$ cat src/rtl/core/aabb_pkg.sv
package aabb_pkg;

   localparam int DAMP_DIVISOR = 10;
   localparam int E_ONE = 256;

   localparam int NUM_WIDTH = 42;
   localparam int DEN_WIDTH = 31;
   localparam int QUO_WIDTH = 18;

   localparam logic [DEN_WIDTH-1:0] DEN_SCALE = DEN_WIDTH'(E_ONE * DAMP_DIVISOR);
   localparam logic [DEN_WIDTH-1:0] HALF_SCALE = DEN_WIDTH'(E_ONE * DAMP_DIVISOR / 2);

   typedef struct packed {
      logic        vld;
      logic        hit;
      logic        axis_y;
      logic        neg;
      logic        act;
      logic [15:0] pen;
   } aabb_meta_type;

   typedef struct packed {
      aabb_meta_type meta;
      logic [15:0]   ma;
      logic [15:0]   mb;
   } aabb_geo_type;

   // round magnitude is already in q; apply sign and clip to 16 bits
   function automatic logic [15:0] sat16(input logic [QUO_WIDTH-1:0] q, input logic ng);
      logic [QUO_WIDTH-1:0] lim;
      logic [QUO_WIDTH-1:0] mag;
      logic [QUO_WIDTH-1:0] res;
      lim = ng ? QUO_WIDTH'(32768) : QUO_WIDTH'(32767);
      mag = (q > lim) ? lim : q;
      res = ng ? (~mag + QUO_WIDTH'(1)) : mag;
      return res[15:0];
   endfunction

endpackage

$ cat src/rtl/core/aabb_scale.sv
module aabb_scale (
   input  logic                                clock,
   input  logic                                en,
   input  logic [7:0]                          rest,
   input  aabb_pkg::aabb_geo_type              geo,
   output logic [aabb_pkg::NUM_WIDTH-1:0]      num_a,
   output logic [aabb_pkg::NUM_WIDTH-1:0]      num_b,
   output logic [aabb_pkg::DEN_WIDTH-1:0]      den,
   output logic [aabb_pkg::DEN_WIDTH-1:0]      half
);

   logic [24:0] pa_ff, pb_ff;
   logic [15:0] pen_ff;
   logic [16:0] msum_ff;
   logic [aabb_pkg::NUM_WIDTH-1:0] na_ff, nb_ff;
   logic [aabb_pkg::DEN_WIDTH-1:0] den_ff, half_ff;

   always_ff @(posedge clock) begin
      if (en) begin
         pa_ff   <= geo.ma * {1'b1, rest};
         pb_ff   <= geo.mb * {1'b1, rest};
         pen_ff  <= geo.meta.pen;
         msum_ff <= {1'b0, geo.ma} + {1'b0, geo.mb};
         na_ff   <= aabb_pkg::NUM_WIDTH'(pa_ff) * aabb_pkg::NUM_WIDTH'(pen_ff);
         nb_ff   <= aabb_pkg::NUM_WIDTH'(pb_ff) * aabb_pkg::NUM_WIDTH'(pen_ff);
         den_ff  <= aabb_pkg::DEN_WIDTH'(aabb_pkg::DEN_WIDTH'(msum_ff) * aabb_pkg::DEN_SCALE);
         half_ff <= aabb_pkg::DEN_WIDTH'(aabb_pkg::DEN_WIDTH'(msum_ff) * aabb_pkg::HALF_SCALE);
      end
   end

   assign num_a = na_ff;
   assign num_b = nb_ff;
   assign den   = den_ff;
   assign half  = half_ff;

endmodule

$ cat config.mk
export PLATFORM = sky130hd
export DESIGN_NAME = aabb_scale
export DESIGN_NICKNAME = d
export VERILOG_FILES = /design/src/rtl/core/aabb_pkg.sv /design/src/rtl/core/aabb_scale.sv
export SDC_FILE = /design/constraint.sdc
export NUM_CORES = 2
export LEC_CHECK = 0
export BUFFER_PORTS_ARGS = -buffer_cell sky130_fd_sc_hd__buf_2
export CORE_MARGIN = 1
export CORE_UTILIZATION = 60
export DETAILED_ROUTE_END_ITERATION = 7
export PLACE_DENSITY = 0.78
export SETUP_SLACK_MARGIN = 0.05
export SYNTH_ARGS = -nofsm -noshare
export SYNTH_HDL_FRONTEND = slang
export SYNTH_SLANG_ARGS = --single-unit
$ cat constraint.sdc
create_clock -name clock -period 17.27 [get_ports clock]
set_input_delay 3.454 -clock clock [delete_from_list [all_inputs] [get_ports clock]]
set_output_delay 3.454 -clock clock [all_outputs]
set_load 0.005 [all_outputs]
==> impl_metrics.tcl <==
set metrics [dict create \
    hp-class "reg -> reg" \
    synth_warnings 0 \
    required_ns 17.54 \
    cp_num_buf_inv 5 \
    drt_first_pass_iters 6 \
    rows 96 \
    ys_seq_elements 185 \
    fillCellCount 5554 \
    final_cell_area_sq_um 43520 \
    synth_cells 4379 \
    grt_max_degree 71 \
    hpwl_mm 67.70 \
    slowest_stage "o311ai_0" \
    final_cell_mix "inv_1, fa_1, nand2_1" \
    syn_area_per_cell_sq_um 9.487 \
    synthTopCellsByArea "fa_1, edfxtp_1, ha_1" \
    layout.cells.non_filler 5358 \
    fp.dieH_um 265.1 \
    drive_above_1_share_pct 6.055 \
    synthFlopType "edfxtp_1" \
    setup_viol 0 \
    final.setup.tns_ns 0 \
    clk_latency_ns 0.51 \
    postCtsSetupBuffers 0 \
    fmax_mhz 120.5 \
    cts_resized 0 \
    grt_overflow 0 \
    grt_usage_pct 27.00 \
    worst_pin_slew_ns 1.083 \
    numCtsBuffers 17 \
    yosysSeqAreaShare_pct 13.37 \
    slew_viol_final 0 \
    cts.clk_slew.worst_paths_ns 0.09 \
    start_kind "input pin" \
    grt_pass1_wl_mm 151.8 \
    syn_to_final_growth_pct 4.768 \
    max_stage_delay_ns 0.60 \
    cts_tree "done" \
    gp_congestion 0.8848 \
    routed_wl_mm 88.46 \
    arrival_ns 8.56 \
    synth_area_sq_um 41540 \
    fin_crit_ns 8.296 \
    dieArea_sq_um 70290 \
    drt_iter0_drc 1637 \
    hold_violations 0 \
    ios 209 \
    fin_crit_sh_pct 48.04 \
    cp_top_family "adder cells" \
    vias_per_cell 5.445 \
    layout_commonest_cell "inv_1" \
    cts.path.max_buffers 2 \
    port-buffer-count 179 \
    rsz0062_at_grt "false" \
    ant_nets 0 \
    antenna_found_initial 0 \
    place_area_sq_um 42900 \
    cts.sinks 185 \
    core-area_sq_um 68590 \
    async_flop_share_pct 0 \
    vias 29170 \
    critPathMaxFanout 32 \
    end_kind "register" \
    finClkSkew_ns 0.01356 \
    synth_edf_count 185 \
    cts-root-buf "clkbuf_16" \
    wl_per_cell_um 16.51 \
    cts.hold.buffers_added 0 \
    synth_cell_types 71 \
    grt_pass1_vias 31510 \
    path_cells "buf_2 > nand2_1 > fa_1 > inv_1 > ha_1 > ha_1 > inv_1 > fa_1 > inv_1 > ha_1 > inv_1 > fa_1 > nor2b_1 > o21ai_0 > a21oi_1 > o22ai_1 > o311ai_0 > nand2_1 > o2111ai_1 > a21oi_1 > xnor2_1" \
    placedCellCount 5325 \
    status "complete, no violations" \
    die_w_um 265.1 \
    path_common_cell "inv_1" \
    num-nets-final 5678 \
    synth_top_cell_by_area "fa_1" \
    start_util_pct 60.57 \
    drv_cap 0 \
    drc 0 \
    worstSetupPathType "in -> reg" \
    relSlewSlack_pct 27.80 \
    cts.htree.levels 4 \
    synth_top_area_share_pct 40.48 \
]
path summary, 6_finish.rpt:
| kind | startpoint | end | slack [ns] | cells past startpoint |
|---|---|---|---|---|
| setup / recovery | rest[0] | pa_ff[24] | 8.97 | 21 |
| hold / removal | msum_ff[1] | half[9] | 0.54 | 0 |
| setup reg to reg | pen_ff[12] | num_b[37] | 9.90 | 21 |
| hold reg to reg | msum_ff[1] | half[9] | 0.54 | 0 |
routing by layer:
metal	vias to the layer above	global-route usage, %	part of all wire, %
met1	14950	34.43	40
met3	168	3.527	5.8
met4	0	9.983	2.8
li1	13170	-	-
met5	-	0	0
met2	885	47.11	51
worst register-to-register path: stages (launching register included):
cell	delay [ns]
edfxtp_1	1.06
buf_4	0.47
nand2_1	0.12
fa_1	0.52
inv_1	0.06
fa_1	0.56
fa_1	0.44
fa_1	0.47
fa_1	0.49
inv_1	0.05
fa_1	0.49
inv_1	0.05
ha_1	0.40
and3_1	0.23
nand2_1	0.09
nor3_1	0.21
o211ai_1	0.25
a31oi_1	0.38
a21oi_1	0.23
o31a_1	0.31
o21ai_1	0.16
xor2_1	0.09
state kept, by name, indices dropped and copies added (netlist names):
name	flops
half	20
num_b	41
num_a	41
pa_ff	25
pb_ff	25
msum_ff	17
pen_ff	16
metrics by stage:
step	hold WS, ns	utilization, %	setup slack [ns]
3_5_place_dp	0.5275	62.55	8.526
4_1_cts	0.5478	63.45	9.082
5_1_grt	0.5494	63.45	8.583
6_report	0.5407	63.46	8.974
3_3_place_gp	0.5315	62.55	8.576
2_1_floorplan	0.4334	-	9.225
synth_stat cells (3+ instances only):
cell and number:
a211o_1 3, a211oi_1 11, a21boi_0 3, a21o_1 54, a21oi_1 107, a21oi_2 8, a221o_1 3, a221oi_1 5
a221oi_2 3, a31o_2 6, a31oi_1 5, a31oi_2 3, and2_1 496, and3_1 12, buf_4 44, clkbuf_1 161
edfxtp_1 185, fa_1 840, ha_1 362, inv_1 990, nand2_1 634, nand2b_1 12, nand3_1 34, nand4_1 7
nor2_1 59, nor2b_1 14, nor3_1 26, o211ai_1 8, o21a_1 10, o21ai_0 39, o21ai_1 10, o21ai_2 5
o21bai_1 25, o311ai_0 5, o31ai_1 6, or3_1 6, xnor2_1 104, xor2_1 34
logic make-up after synthesis:
group	share of synthesized area (%)
adder cells (fa/ha/maj)	51.38
buffers and inverters	11.22
XOR/XNOR	2.909
multiplexers	0.02410
AO/OA/AOI/OAI	5.575
AND/OR/NAND/NOR	15.51
flip-flops	13.37
other	0.009027
cell type report:
cell class,count,area [sq um],share of cell area (%)
Inverter,990,3716,8.538
Sequential cell,185,5555,12.76
Timing Repair Buffer,199,1055,2.423
Multi-Input combinational cell,3020,31410,72.17
Clock buffer,17,425.4,0.9774
Tap cell,931,1165,2.676
Clock inverter,15,191.4,0.4398
Antenna cell,1,2.502,0.005750
Power is not shown: default switching activity piles up to over one toggle a cycle in this logic, so the estimate is an artifact.
