**src/rtl/core/aabb_pkg.sv**
```systemverilog
package aabb_pkg;

   localparam int DAMP_DIVISOR = 10;
   localparam int E_ONE = 256;

   localparam int NUM_WIDTH = 42;
   localparam int DEN_WIDTH = 31;
   localparam int QUO_WIDTH = 18;

   localparam logic [DEN_WIDTH-1:0] DEN_SCALE = DEN_WIDTH'(E_ONE * DAMP_DIVISOR);
   localparam logic [DEN_WIDTH-1:0] HALF_SCALE = DEN_WIDTH'(E_ONE * DAMP_DIVISOR / 2);

   typedef struct packed {
      logic        vld;
      logic        hit;
      logic        axis_y;
      logic        neg;
      logic        act;
      logic [15:0] pen;
   } aabb_meta_type;

   typedef struct packed {
      aabb_meta_type meta;
      logic [15:0]   ma;
      logic [15:0]   mb;
   } aabb_geo_type;

   // round magnitude is already in q; apply sign and clip to 16 bits
   function automatic logic [15:0] sat16(input logic [QUO_WIDTH-1:0] q, input logic ng);
      logic [QUO_WIDTH-1:0] lim;
      logic [QUO_WIDTH-1:0] mag;
      logic [QUO_WIDTH-1:0] res;
      lim = ng ? QUO_WIDTH'(32768) : QUO_WIDTH'(32767);
      mag = (q > lim) ? lim : q;
      res = ng ? (~mag + QUO_WIDTH'(1)) : mag;
      return res[15:0];
   endfunction

endpackage

```
**src/rtl/core/aabb_div.sv**
```systemverilog
module aabb_div (
   input  logic                                clock,
   input  logic                                en,
   input  logic [aabb_pkg::NUM_WIDTH-1:0]      num,
   input  logic [aabb_pkg::DEN_WIDTH-1:0]      half,
   input  logic [aabb_pkg::DEN_WIDTH-1:0]      den,
   output logic [aabb_pkg::QUO_WIDTH-1:0]      quo
);

   localparam int NW = aabb_pkg::NUM_WIDTH;
   localparam int DW = aabb_pkg::DEN_WIDTH;
   localparam int QW = aabb_pkg::QUO_WIDTH;
   localparam int CW = DW + QW + 1;

   logic [NW-1:0] rem_ff [0:QW-1];
   logic [DW-1:0] d_ff   [0:QW-1];
   logic [QW-1:0] q_ff   [0:QW];
   logic [NW-1:0] rem_in [0:QW-1];
   logic [QW-1:0] bit_in;
   logic [CW-1:0] trial  [0:QW-1];

   // one quotient bit per stage, most significant first
   always_comb begin
      for (int i = 0; i < QW; i++) begin
         trial[i]  = CW'(rem_ff[i]) - (CW'(d_ff[i]) << (QW - 1 - i));
         bit_in[i] = !trial[i][CW-1];
         rem_in[i] = bit_in[i] ? NW'(trial[i]) : rem_ff[i];
      end
   end

   always_ff @(posedge clock) begin
      if (en) begin
         rem_ff[0] <= num + NW'(half);
         d_ff[0]   <= den;
         q_ff[0]   <= '0;
         for (int i = 0; i < QW - 1; i++) begin
            rem_ff[i+1] <= rem_in[i];
            d_ff[i+1]   <= d_ff[i];
         end
         for (int i = 0; i < QW; i++) begin
            q_ff[i+1] <= {q_ff[i][QW-2:0], bit_in[i]};
         end
      end
   end

   assign quo = q_ff[QW];

endmodule

```
**config.mk**
```make
export PLATFORM = sky130hd
export DESIGN_NAME = aabb_div
export DESIGN_NICKNAME = d
export VERILOG_FILES = /design/src/rtl/core/aabb_pkg.sv /design/src/rtl/core/aabb_div.sv
export SDC_FILE = /design/constraint.sdc
export NUM_CORES = 2
export LEC_CHECK = 0
export CAP_MARGIN = 15
export CORE_UTILIZATION = 65
export CTS_BUF_LIST = sky130_fd_sc_hd__clkbuf_2
export DETAILED_ROUTE_END_ITERATION = 10
export DONT_BUFFER_PORTS = 1
export GPL_TIMING_DRIVEN = 0
export PLACE_DENSITY = 0.89
export SYNTH_ARGS = -nofsm -noshare
export SYNTH_HDL_FRONTEND = slang
export SYNTH_SLANG_ARGS = --single-unit
```
**constraint.sdc**
```tcl
create_clock -name clock -period 4.75 [get_ports clock]
set_clock_uncertainty 0.15 [all_clocks]
set_input_delay 1.425 -clock clock [delete_from_list [all_inputs] [get_ports clock]]
set_output_delay 1.425 -clock clock [all_outputs]
set_load 0.005 [all_outputs]
```
==> flow_summary_export.csv <==
group,metric,value,unit
clock_tree,cts-root-buf,"clkbuf_2",
floorplanning,start_util,0.655,
cells_and_area,final_common_cell,"edfxtp_1",
global_route,grt_pass1_vias,56500,
cells_and_area,layout-drive-gt1-share,0.113,
route,drt_wl_total,160000,um
global_route,grt_first_pass_wirelength,259000,um
synthesis,yosysWarnings,0,
sta,fin_setup_tns,0,ns
synthesis,syn-num-nets,7462,
power_and_ir_drop,finalPower,42.5,mW
setup_path,crit_cells,15,
sta,slew_headroom,0.0142,
route,drtPass1Iterations,8,
sta,post-route-period-util,0.987,
setup_path,cp_common_cell,"dlygate4sd3_1",
clock_tree,clockBufferDepth,4,
setup_path,cpPeakStageDelay,0.63,ns
synthesis,synth_ff_type,"edfxtp_1",
outcome,status,"completed",
route,drt_iter0_drc,3642,
route,routedWlPerCell,17.5,um
setup_path,cp-end-kind,"register",
clock_tree,cts-buffers-inserted,378,
clock_tree,clkLatencyLatePin,1.71,ns
floorplanning,rows,128,
min_path,min_path_type,"reg -> reg",
placed_design,post-place-ws,-0.649,ns
sta,hold_viol,0,
sta,setup_violations,0,
cells_and_area,final_cell_mix,"1485 x edfxtp_1, 671 x inv_1, 567 x ha_1",
clock_tree,tritoncts,"yes",
setup_path,slowest_stage,"a311oi_1",
sta,fmax,0.213,GHz
route,via_count,53900,
synthesis,ys_seq_area_frac,0.558,
setup_path,worstReg2RegEnd,"rem_ff[7][39]",
global_route,grt_max_degree,1486,
sta,setup_slack,0.0612,ns
setup_path,cp-start-kind,"input port",
clock_tree,clock_sinks,1485,
route,vias_per_cell,5.88,
sta,drv_slew,0,
synthesis,synth_seq_cells,1485,
synthesis,syn-cell-area,0.0799,sq mm
sta,worst_slew_pin_slew,1.48,ns
route,drc,0,
setup_path,arrival,5.96,ns
route,drtAntennaViolNets,0,
floorplanning,die_h,353,um
floorplanning,die_width,353,um
clock_tree,h-tree-depth,5,
placed_design,dp_hpwl,110000,um
cells_and_area,fin_area,0.0866,sq mm
power_and_ir_drop,ir_worst_vdd,0.000291,V
synthesis,synth-edff-count,1485,
global_route,antenna_found_initial,3,
sta,finalCriticalPeriod,4.69,ns
job,cap_violations,0,
setup_path,crit_family,"compound AO/OA/AOI/OAI gates",
global_route,groute.usage.overall,0.255,
setup_path,rrSetupSlack,0.16,ns
cells_and_area,nets,7989,
placed_design,postPlaceCellArea,0.0819,sq mm
sta,rsz0062_at_grt,"no",
placed_design,place.gp.congestion,0.974,
synthesis,synth-async-reset-ratio,0,
global_route,grt_overflow,0,
setup_path,cp.buffers_inverters,3,
power_and_ir_drop,p_leak,35.9,nW
setup_path,cp_cell_sequence,"dlygate4sd3_1 > ha_1 > inv_1 > fa_1 > nor2b_1 > o31ai_1 > a21oi_1 > o21bai_1 > o211a_1 > o31ai_2 > a221o_1 > a311oi_1 > nor2_1 > xor2_1 > dlygate4sd3_1",
setup_path,crit_start,"half[0]",
placed_design,port_buffers,0,
clock_tree,cts.clk_slew.worst_paths,0.10,ns
setup_path,worstPathMaxFanout,4,
cells_and_area,synthToLayoutAreaGrowth,8.44,%
synthesis,postSynthCellCount,6771,
floorplanning,die-area,0.124,sq mm
setup_path,reg2regPathDepth,14,
floorplanning,io-pin-count,124,
setup_path,cp.required,6.02,ns
floorplanning,core,0.122,sq mm
setup_path,crit_end,"rem_ff[0][40]",
power_and_ir_drop,pwr_density_cell,490,mW/mm^2
setup_path,path_class,"in -> reg",
synthesis,ys_types,102,
synthesis,postSynthAreaPerCell,11.8,sq um
setup_path,r2r-start,"rem_ff[6][11]",
==> worst register-to-register path: cells and delay by family, from the launching register on <==
kind                       cells  cell delay (ns)
AOI/OAI and AO/OA              9             2.86
adders and majority gates      2             0.57
buffers and inverters          2             0.13
DFF                            1             0.41
muxes                          1             0.13
==> cells in the mapped netlist, types with 37 or more instances <==
master | count | area share
nor3_1 | 91 | 0.0057
o21a_1 | 96 | 0.0090
nor2_1 | 348 | 0.016
o21bai_1 | 49 | 0.0046
a211oi_1 | 64 | 0.0060
nand4_1 | 55 | 0.0043
o31ai_1 | 49 | 0.0046
nand2_1 | 488 | 0.023
xor2_1 | 209 | 0.023
nand2b_1 | 91 | 0.0071
nor2b_1 | 79 | 0.0062
ha_1 | 567 | 0.089
o211ai_1 | 39 | 0.0037
clkbuf_1 | 76 | 0.0036
and3_1 | 54 | 0.0042
a31oi_1 | 39 | 0.0031
nand3_1 | 89 | 0.0056
a21o_1 | 276 | 0.026
xnor2_1 | 268 | 0.029
mux2_2 | 177 | 0.025
edfxtp_1 | 1485 | 0.56
a21oi_1 | 480 | 0.030
inv_1 | 671 | 0.032
or3_1 | 37 | 0.0029
o21ai_0 | 443 | 0.028
==> cell type report <==
| class | count | area [sq um] |
|---|---|---|
| Clock inverter | 99 | 474 |
| Tap cell | 1625 | 2030 |
| Fill cell | 8073 | 35300 |
| Inverter | 671 | 2520 |
| Clock buffer | 511 | 2560 |
| Buffer | 118 | 541 |
| Antenna cell | 5 | 12.5 |
| Sequential cell | 1485 | 44600 |
| Multi-Input combinational cell | 4495 | 32300 |
| Timing Repair Buffer | 149 | 1590 |
==> how the worst min path moves through the flow <==
stage / from / endpoint / slack [ns] / cells after the start
after CTS: en / d_ff[0][21] / -0.37 / 0
after global routing: en / q_ff[6][2] / 0.03 / 1
after detailed placement: q_ff[10][0] / q_ff[11][1] / 0.25 / 0
after global placement: rem_ff[0][16] / rem_ff[1][16] / 0.25 / 0
after floorplan: q_ff[9][0] / q_ff[10][1] / 0.25 / 0
final: rem_ff[4][11] / rem_ff[5][11] / 0.1 / 0
==> per-stage QoR <==
stage | std cells | utilization | hold slack (ns)
final | 9158 | 0.711 | 0.0999
after global routing | 9158 | 0.711 | 0.0289
after CTS | 9149 | 0.709 | -0.371
after detailed placement | 8398 | 0.672 | 0.255
after global placement | 8396 | 0.672 | 0.251
after floorplan | 6771 | - | 0.250
==> routing by layer <==
metal	GRT usage	up-vias	wire length (um)	share of wire
met5	0	-	0	0
met4	0.199	0	11600	0.073
met3	0.0407	684	6670	0.042
met2	0.500	1859	87800	0.55
met1	0.228	25100	53800	0.34
li1	-	26200	-	-
==> flip-flops by register name, summed over array words and instances (netlist names) <==
| name | cells |
|---|---|
| q_ff | 171 |
| rem_ff | 756 |
| d_ff | 558 |
==> kinds of logic after synthesis <==
kind of cell | synth area share
and+or+nand+nor | 0.0882
DFF | 0.558
muxes | 0.0279
xor gates and xnor gates | 0.0525
AOI/OAI and AO/OA | 0.141
buffers and inverters | 0.0383
adders and majority gates | 0.0934
==> power breakdown <==
group          leakage (nW)  switching, mW  internal, mW
clock network          2.36           4.87          3.04
registers              14.5           1.17          17.6
logic                  19.0           8.89          6.92
==> what timing repair did <==
| item | CTS | global route |
|---|---|---|
| pin swaps | 1 | 0 |
| buffers inserted | 1 | 0 |
| hold buffers | 140 | 1 |
| gates cloned | 0 | 0 |
| endpoints found under the setup margin | 62 | 76 |
| hold endpoints to repair | 595 | 167 |
| resized for setup | 5 | 21 |
(Power assumes the default switching activity.)
