===== config.mk =====
export PLATFORM = sky130hd
export DESIGN_NAME = aabb_geom
export DESIGN_NICKNAME = d
export VERILOG_FILES = /design/src/rtl/core/aabb_pkg.sv /design/src/rtl/core/aabb_geom.sv
export SDC_FILE = /design/constraint.sdc
export NUM_CORES = 1
export LEC_CHECK = 0
export BUFFER_PORTS_ARGS = -buffer_cell sky130_fd_sc_hd__buf_2
export CORE_MARGIN = 5
export CORE_UTILIZATION = 60
export CTS_CLUSTER_DIAMETER = 150
export CTS_CLUSTER_SIZE = 16
export DETAILED_ROUTE_END_ITERATION = 10
export GPL_TIMING_DRIVEN = 0
export PLACE_DENSITY = 0.84
export SLEW_MARGIN = 20
export SYNTH_ARGS = -nofsm -noshare
export SYNTH_HDL_FRONTEND = slang
export SYNTH_SLANG_ARGS = --single-unit

===== constraint.sdc =====
create_clock -name clock -period 11.95 [get_ports clock]
set_input_delay 3.585 -clock clock [delete_from_list [all_inputs] [get_ports clock]]
set_output_delay 3.585 -clock clock [all_outputs]
set_load 0.01 [all_outputs]

===== src/rtl/core/aabb_pkg.sv =====
package aabb_pkg;

   localparam int DAMP_DIVISOR = 10;
   localparam int E_ONE = 256;

   localparam int NUM_WIDTH = 42;
   localparam int DEN_WIDTH = 31;
   localparam int QUO_WIDTH = 18;

   localparam logic [DEN_WIDTH-1:0] DEN_SCALE = DEN_WIDTH'(E_ONE * DAMP_DIVISOR);
   localparam logic [DEN_WIDTH-1:0] HALF_SCALE = DEN_WIDTH'(E_ONE * DAMP_DIVISOR / 2);

   typedef struct packed {
      logic        vld;
      logic        hit;
      logic        axis_y;
      logic        neg;
      logic        act;
      logic [15:0] pen;
   } aabb_meta_type;

   typedef struct packed {
      aabb_meta_type meta;
      logic [15:0]   ma;
      logic [15:0]   mb;
   } aabb_geo_type;

   // round magnitude is already in q; apply sign and clip to 16 bits
   function automatic logic [15:0] sat16(input logic [QUO_WIDTH-1:0] q, input logic ng);
      logic [QUO_WIDTH-1:0] lim;
      logic [QUO_WIDTH-1:0] mag;
      logic [QUO_WIDTH-1:0] res;
      lim = ng ? QUO_WIDTH'(32768) : QUO_WIDTH'(32767);
      mag = (q > lim) ? lim : q;
      res = ng ? (~mag + QUO_WIDTH'(1)) : mag;
      return res[15:0];
   endfunction

endpackage


===== src/rtl/core/aabb_geom.sv =====
module aabb_geom (
   input  logic                       clock,
   input  logic                       reset,
   input  logic                       en,
   input  logic                       vld_in,
   input  logic signed [15:0]         a_cx,
   input  logic signed [15:0]         a_cy,
   input  logic [14:0]                a_w,
   input  logic [14:0]                a_h,
   input  logic signed [15:0]         b_cx,
   input  logic signed [15:0]         b_cy,
   input  logic [14:0]                b_w,
   input  logic [14:0]                b_h,
   input  logic [15:0]                a_m,
   input  logic [15:0]                b_m,
   output aabb_pkg::aabb_geo_type     geo
);

   aabb_pkg::aabb_geo_type geo_ff, geo_in;

   logic signed [18:0] ax2, ay2, bx2, by2, aw, ah, bw, bh;
   logic signed [16:0] dx, dy;
   logic [16:0]        adx, ady;
   logic signed [17:0] ox, oy;
   logic               hit, ox_pos, oy_pos;

   always_comb begin
      ax2 = {{2{a_cx[15]}}, a_cx, 1'b0};
      ay2 = {{2{a_cy[15]}}, a_cy, 1'b0};
      bx2 = {{2{b_cx[15]}}, b_cx, 1'b0};
      by2 = {{2{b_cy[15]}}, b_cy, 1'b0};
      aw = {4'b0, a_w};
      ah = {4'b0, a_h};
      bw = {4'b0, b_w};
      bh = {4'b0, b_h};
      // doubled half-extent test stays exact
      hit = !((ax2 + aw < bx2 - bw) || (bx2 + bw < ax2 - aw) ||
              (ay2 + ah < by2 - bh) || (by2 + bh < ay2 - ah));
      dx = {a_cx[15], a_cx} - {b_cx[15], b_cx};
      dy = {a_cy[15], a_cy} - {b_cy[15], b_cy};
      adx = dx[16] ? 17'(-dx) : 17'(dx);
      ady = dy[16] ? 17'(-dy) : 17'(dy);
      ox = $signed({3'b0, a_w}) + $signed({3'b0, b_w}) - $signed({1'b0, adx});
      oy = $signed({3'b0, a_h}) + $signed({3'b0, b_h}) - $signed({1'b0, ady});
      ox_pos = !ox[17] && (ox != '0);
      oy_pos = !oy[17] && (oy != '0);

      geo_in.meta.vld    = vld_in;
      geo_in.meta.hit    = hit;
      geo_in.meta.axis_y = 1'b0;
      geo_in.meta.neg    = 1'b0;
      geo_in.meta.pen    = '0;
      geo_in.meta.act    = 1'b0;
      if (hit && ox_pos && oy_pos) begin
         if (ox < oy) begin
            geo_in.meta.neg = dx[16];
            geo_in.meta.pen = ox[15:0];
         end else begin
            geo_in.meta.axis_y = 1'b1;
            geo_in.meta.neg    = dy[16];
            geo_in.meta.pen    = oy[15:0];
         end
         geo_in.meta.act = (a_m != '0) || (b_m != '0);
      end
      geo_in.ma = a_m;
      geo_in.mb = b_m;
   end

   always_ff @(posedge clock) begin
      if (reset) begin
         geo_ff.meta.vld <= 1'b0;
      end else if (en) begin
         geo_ff.meta.vld <= geo_in.meta.vld;
      end
      if (en) begin
         geo_ff.meta.hit    <= geo_in.meta.hit;
         geo_ff.meta.axis_y <= geo_in.meta.axis_y;
         geo_ff.meta.neg    <= geo_in.meta.neg;
         geo_ff.meta.act    <= geo_in.meta.act;
         geo_ff.meta.pen    <= geo_in.meta.pen;
         geo_ff.ma          <= geo_in.ma;
         geo_ff.mb          <= geo_in.mb;
      end
   end

   assign geo = geo_ff;

endmodule


==> results of run 1 <==
==> cell type report <==
cell class / instances / area, sq um / share of cell area [%]
multi-input combinational: 1394 / 11100 / 73.3
sequential: 53 / 1580 / 10.4
timing repair buffer: 212 / 1060 / 7.03
inverter: 198 / 743 / 4.91
tap: 285 / 357 / 2.36
buffer: 39 / 156 / 1.03
clock buffer: 5 / 125 / 0.827
clock inverter: 3 / 17.5 / 0.116
==> worst min-delay path, delay by kind of cell (launching register included) <==
family           cells  cell delay (ns)
AND/OR/NAND/NOR      1             0.08
multiplexers         1             0.06
flip-flops           1             0.33
==> through the flow <==
stage | total power [W] | instances | hold slack [ns]
final | 0.00229 | 2189 | 0.500
after global routing | 0.00254 | 2189 | 0.551
after CTS | 0.00228 | 2189 | 0.504
after detailed placement | 0.00212 | 2181 | 0.488
after global placement | 0.00207 | 2181 | 0.467
after floorplan | 0.00170 | 1684 | 0.528
==> power groups by stage <==
stage          Sequential [W]  Clock [W]  Combinational [W]
2_1_floorplan        0.000245          0            0.00146
3_3_place_gp         0.000235          0            0.00183
3_5_place_dp         0.000235          0            0.00189
4_1_cts              0.000231   0.000141            0.00190
5_1_grt              0.000232   0.000149            0.00216
6_report             0.000231   0.000138            0.00192
==> logic make-up (layout without fill, tap and decap cells) <==
logic type / after synthesis / after routing / share of synthesized area, %
adders and majority gates: 305 / 305 / 30.3
DFF: 53 / 53 / 11.7
xor gates and xnor gates: 188 / 188 / 12.1
AOI/OAI and AO/OA: 459 / 459 / 22.4
buffers and inverters: 237 / 457 / 6.62
muxes: 16 / 16 / 1.18
and+or+nand+nor: 426 / 426 / 15.6
==> Yosys cell counts (16+ instances only) <==
cell,instances
edfxtp_1,52
o21ai_0,74
ha_1,265
clkbuf_1,36
nor2b_1,29
xnor2_1,109
a31oi_1,16
mux2i_1,16
nand2_1,70
o21bai_1,25
nor3_1,42
a21o_1,51
nand2b_1,37
xor2_1,79
inv_1,198
a21oi_1,137
o21a_1,25
nand3_1,33
nor2_1,128
fa_1,40
==> repair_timing <==
action                     4_1_cts  5_1_grt
setup endpoints to repair        0       15
setup buffers                    0        0
hold endpoints to repair         0        0
resized for setup                0        3
==> routing by layer <==
| metal | routed length [um] | up-vias |
|---|---|---|
| li1 | - | 6426 |
| met1 | 16500 | 5901 |
| met2 | 16600 | 381 |
| met3 | 1990 | 39 |
| met4 | 698 | 0 |
| met5 | 0 | - |
==> worst max-delay path by stage <==
| stage | endpoint | cells after the start | startpoint |
|---|---|---|---|
| after detailed placement | geo[37] | 32 | a_cy[0] |
| after floorplan | geo[32] | 30 | a_cy[0] |
| after global routing | geo[47] | 32 | a_cy[0] |
| after global placement | geo[41] | 32 | a_cy[0] |
| after CTS | geo[37] | 32 | a_cy[0] |
| final | geo[47] | 31 | a_cy[0] |
==> results.md, run 1 <==
* Status: finished, final reports clean
* Largest net degree at the start of global routing at 54
* M1 GR Usage at a little over a third
* Switching pwr at roughly 0.0012 W
* Flops & latches, synth at 53
* # nets final at roughly 2400
* RSZ-0062 raised after global routing: false
* Placed Area at between 10000 and 15000 sq um
* CTS tree: done
* Initial core utilization at approximately three fifths
* GRT busiest layer: met2
* H-tree Lvls at 2
* TritonRoute pass-1 iters at 5
* Yosys warning count at 0
* Worst hold start: geo[52]
* Leakage power at around 7.4 nW
* Pwr dens at 151 nW/um^2
* Share of the core filled with cells at between 60% and 70%
* Register area share after synthesis at between 10% and 20%
* Most frequent cells in the layout: ha_1, buf_2, inv_1, a21oi_1, nor2_1
* Worst Tran Pin Value at approximately 0.81 ns
* Most common cell after layout, fill and taps aside: ha_1
* DR WL/cell at roughly 16 um
* Area Overhead vs Synth at 11.6%
* Area contributors post-synth: ha_1, edfxtp_1, xnor2_1
* Clock Power Share at 6.0%
* CTS max path bufs at 2
* Max_cap viols at 0
* Cell depth of the worst min-delay path at 2
* Max reg flops at 53
* # IOs at 213
* Pre-CTS WS at around 0.28 ns
* Avg Cell Area, Syn at roughly 8.1 sq um
* Asr flop ratio synth at 0%
* Drt via density at a little under 6
* Reg-to-reg slack, setup at between 10 and 15 ns
* Tcrit/Tclk final at a little over nine tenths
* CTS root buf: clkbuf_16
* DRT iter0 DRCs at 761
* Final hold violations at 0
* IO Port Bufs at ~210
* Synthesized area at 13600 sq um
* Post-synthesis instance total at between 1500 and 2000
* Worst setup SP type: input port
* Detailed-placement wirelength estimate at between 30000 and 40000 um
* Maximum vdd drop at about 190 uV
* Cell variety after synth at just under 70
* Die Span X at between 150 and 200 um
* Combinational power share at 83.9%
* CP endpoint kind: flip-flop
* Hold Crit Endpoint: geo[52]
* Sequential power share at 10.1%
* Setup Skew at 0 ns
* R2R Path End: geo[52]
* Cell accounting for the most synthesized area: ha_1
* Initial antenna violation count at 0
* CTS Buf Count at 5
* DR DRC count at 0
* Min Tclk post-route at between 10 and 15 ns
* CP arrival at 11.37 ns
* Die Y at around 160 um
* Worst EP required at roughly 12 ns
* Design area at approximately 15000 sq um
* # fillers at approximately 1900
* Antenna Cells at 0
* FF-to-FF path depth at 2
* Max stage delay on crit path at 0.61 ns
* Vias in the first global route at approximately 12000
* WS Path Type: in2reg
* Ratio of cells with drive above 1 in the final layout at between 10 and 15%
* Die Area at between 20000 and 30000 sq um
* Worst path top cell family by delay: compound AO/OA/AOI/OAI gates
* Mapped Nets at about 2100
* Share of the synthesized area in the top cell type at between 20% and 30%
* Via count at ~13000
* Hold_buf cts at 0
* Met3 usage at approximately 2.7%
* Int Pwr at between 0.001 and 0.0015 W
* Core box area at roughly 22000 sq um
* Global-route wire length before repair at 57500 um
* Num rows at 55
* ANT nets after route at 0
* Placer Congestion at between 0.9 and 1
* Slowest-stage cell, CP: a2111oi_0
* Clock Latency Late Sink at 0.29 ns
* M2 GR Usage at 45.6%
* Maximum fanout along the worst path at 10
* GRT Overall Usage at about a quarter
* Final WS setup at 0.640 ns
* Final slew viol count at 0
* RR Startpoint: geo[52]
* Hold crit path type: reg2reg
* Post-synth EDFFs at between 50 and 60
* Max frequency at 0.0884 GHz
* Wirelength, routed at approximately 36000 um
* Grt ovf at 0
* Worst-path clk slew at about 0.07 ns
* Slew headroom at between 40 and 50%
* Final Setup Violations at 0
* Final setup TNS at 0 ns
* Most used flip-flop cell after synthesis: edfxtp_1
* Clk sinks at 53
* Sw Share at approximately half
* CP bufs+invs at 6
(Power assumes the default switching activity.)
==> run 2: changes to the inputs <==
--- a/config.mk
+++ b/config.mk
@@ -11,7 +11,6 @@
 export CTS_CLUSTER_DIAMETER = 150
 export CTS_CLUSTER_SIZE = 16
 export DETAILED_ROUTE_END_ITERATION = 10
-export GPL_TIMING_DRIVEN = 0
 export PLACE_DENSITY = 0.84
 export SLEW_MARGIN = 20
 export SYNTH_ARGS = -nofsm -noshare
==> constraint.sdc (replaced) <==
create_clock -name clock -period 11.95 [get_ports clock]
set_input_delay 1.195 -clock clock [delete_from_list [all_inputs] [get_ports clock]]
set_output_delay 1.195 -clock clock [all_outputs]
set_load 0.01 [all_outputs]
==> results.md, run 2 (synthesis gave the netlist of run 1 again) <==
* Wirelength, routed at 35800 um (was 35700 um)
* Area Overhead vs Synth at 10.5% (was 11.6%)
* Initial antenna violation count at 0 (unchanged)
* Post-CTS setup buffer count at 0 (unchanged)
* H-tree Lvls at 2 (unchanged)
* ANT nets after route at 0 (unchanged)
* Status: finished, final reports clean (unchanged)
* Final setup TNS at 0 ns (unchanged)
* Die Area at 25700 sq um (unchanged)
* Max reg flops at 53 (unchanged)
* Min Tclk post-route at 8.34 ns (was 11.31 ns)
* Maximum fanout along the worst path at 22 (was 10)
* Cell depth of the worst min-delay path at 2 (unchanged)
* Vias in the first global route at 12200 (was 12000)
* CTS tree: done (unchanged)
* Final Setup Violations at 0 (unchanged)
* TritonRoute pass-1 iters at 5 (unchanged)
* Met2 WL at 16400 um (was 16600 um)
* Met3 wire length at 2180 um (was 1990 um)
* CTS max path bufs at 2 (unchanged)
* DR DRC count at 0 (unchanged)
* CP endpoint kind: flip-flop (unchanged)
* Clock Latency Late Sink at 0.29 ns (about the same)
* Drt via density at 5.86 (was 5.82)
* DR WL/cell at 16.6 um (was 16.3 um)
* Max_cap viols at 0 (unchanged)
* Setup Skew at 0 ns (unchanged)
* Met1 WL at 16400 um (was 16500 um)
* Leakage power at 7.36 nW (was 7.41 nW)
* Clk sinks at 53 (unchanged)
* Maximum vdd drop at 183 uV (was 188 uV)
* Worst setup SP type: input port (unchanged)
* Final slew viol count at 0 (unchanged)
* # nets final at 2332 (was 2368)
* Grt ovf at 0 (unchanged)
* # IOs at 213 (unchanged)
* CTS resizes at 0 (unchanged)
* Tcrit/Tclk final at 69.8% (was 94.6%)
* CTS Buf Count at 5 (unchanged)
* RSZ-0062 raised after global routing: false (unchanged)
* CP arrival at 8.36 ns (was 11.37 ns)
* Share of the core filled with cells at 66.8% (was 67.5%)
* CTS root buf: clkbuf_16 (unchanged)
* Hold_buf cts at 0 (unchanged)
* Antenna Cells at 0 (unchanged)
* Slowest-stage cell, CP: and2_1 (was a2111oi_0)
* Placer Congestion at 0.961 (was 0.946)
* Num rows at 55 (unchanged)
* Worst EP required at 11.97 ns (was 12.01 ns)
* Via count at 12600 (was 12700)
* Final hold violations at 0 (unchanged)
* Largest net degree at the start of global routing at 54 (unchanged)
* Most frequent cells in the layout: ha_1, buf_2, inv_1, a21oi_1, nor2_1 (unchanged)
* IO Port Bufs at 212 (unchanged)
* Detailed-placement wirelength estimate at 31100 um (about the same)
* DRT iter0 DRCs at 867 (was 761)
* Max frequency at 0.120 GHz (was 0.0884 GHz)
* CP most frequent cell: o21ai_0
* Slew headroom at 28.1% (was 45.0%)
* Global-route wire length before repair at 58100 um (was 57500 um)
* Initial core utilization at 60.5% (unchanged)
* Die Span X at 160 um (unchanged)
* Pwr dens at 155 nW/um^2 (was 151 nW/um^2)
* Core box area at 22400 sq um (unchanged)
* Die Y at 160 um (unchanged)
* WS Path Type: in2reg (unchanged)
* Top Metal Used: met4 (unchanged)
* FF-to-FF path depth at 2 (unchanged)
* GRT Overall Usage at 26.6% (was 26.4%)
* Worst-path clk slew at 0.07 ns (about the same)
* Most common cell after layout, fill and taps aside: ha_1 (unchanged)
* Worst Tran Pin Value at 1.08 ns (was 0.814 ns)
* Hold crit path type: reg2reg (unchanged)
* Ratio of cells with drive above 1 in the final layout at 12.8% (was 12.7%)
* Max stage delay on crit path at 0.89 ns (was 0.61 ns)
[run 2: cell types whose count changed in the layout (fill, tap and decap cells not counted)]
cell,before,now
clkbuf_1,35,1
clkinv_2,2,0
clkbuf_2,1,0
a32oi_1,2,3
buf_4,1,3
clkinvlp_4,1,2
buf_6,1,0
a32oi_2,1,0
buf_1,1,0
[run 2: final timing paths]
kind             end  startpoint  slack [ns]
max          geo[32]     a_cx[0]        3.61
min          geo[52]     geo[52]        0.50
max reg2reg  geo[52]     geo[52]       11.37
min reg2reg  geo[52]     geo[52]        0.50
[run 2: final cells by class]
| type | count | area [sq um] |
|---|---|---|
| multi-input cells | 1394 | 11100 |
| fillers | 1974 | 7440 |
| flip-flops and latches | 53 | 1580 |
| repair buffers | 215 | 1080 |
| inverters | 198 | 743 |
| well taps | 285 | 357 |
| clock buffers | 6 | 129 |
| clock inverters | 2 | 15.0 |
[run 2: critical path, delay by kind of cell]
family | cells | cell delay (ns)
xor gates and xnor gates | 1 | 0.23
buffers and inverters | 4 | 0.55
AOI/OAI and AO/OA | 12 | 2.57
adders and majority gates | 5 | 1.58
muxes | 1 | 0.31
and+or+nand+nor | 8 | 1.93
[run 2: metrics by stage]
step | hold WS (ns) | cell area, sq um | setup slack [ns] | instances | total power, W
4_1_cts | 0.506 | 15000 | 3.64 | 2153 | 0.00230
5_1_grt | 0.547 | 15000 | 2.95 | 2153 | 0.00257
6_report | 0.496 | 15000 | 3.61 | 2153 | 0.00233
3_3_place_gp | 0.467 | 14900 | 3.59 | 2145 | 0.00207
3_5_place_dp | 0.485 | 14900 | 3.38 | 2145 | 0.00214
2_1_floorplan | 0.528 | 13600 | 4.28 | 1684 | 0.00170
[run 2: metal layers]
metal	vias up	global-route usage [%]
met5	-	0
met4	0	5.63
met3	53	3.08
met2	395	45.4
met1	5820	36.5
li1	6353	-
[run 2: where the power goes]
group          internal [W]  switching (W)  leakage (nW)
Combinational      0.000830        0.00113          6.78
Clock             0.0000778      0.0000653        0.0631
Sequential         0.000226     0.00000425         0.511
Total               0.00113        0.00120          7.36
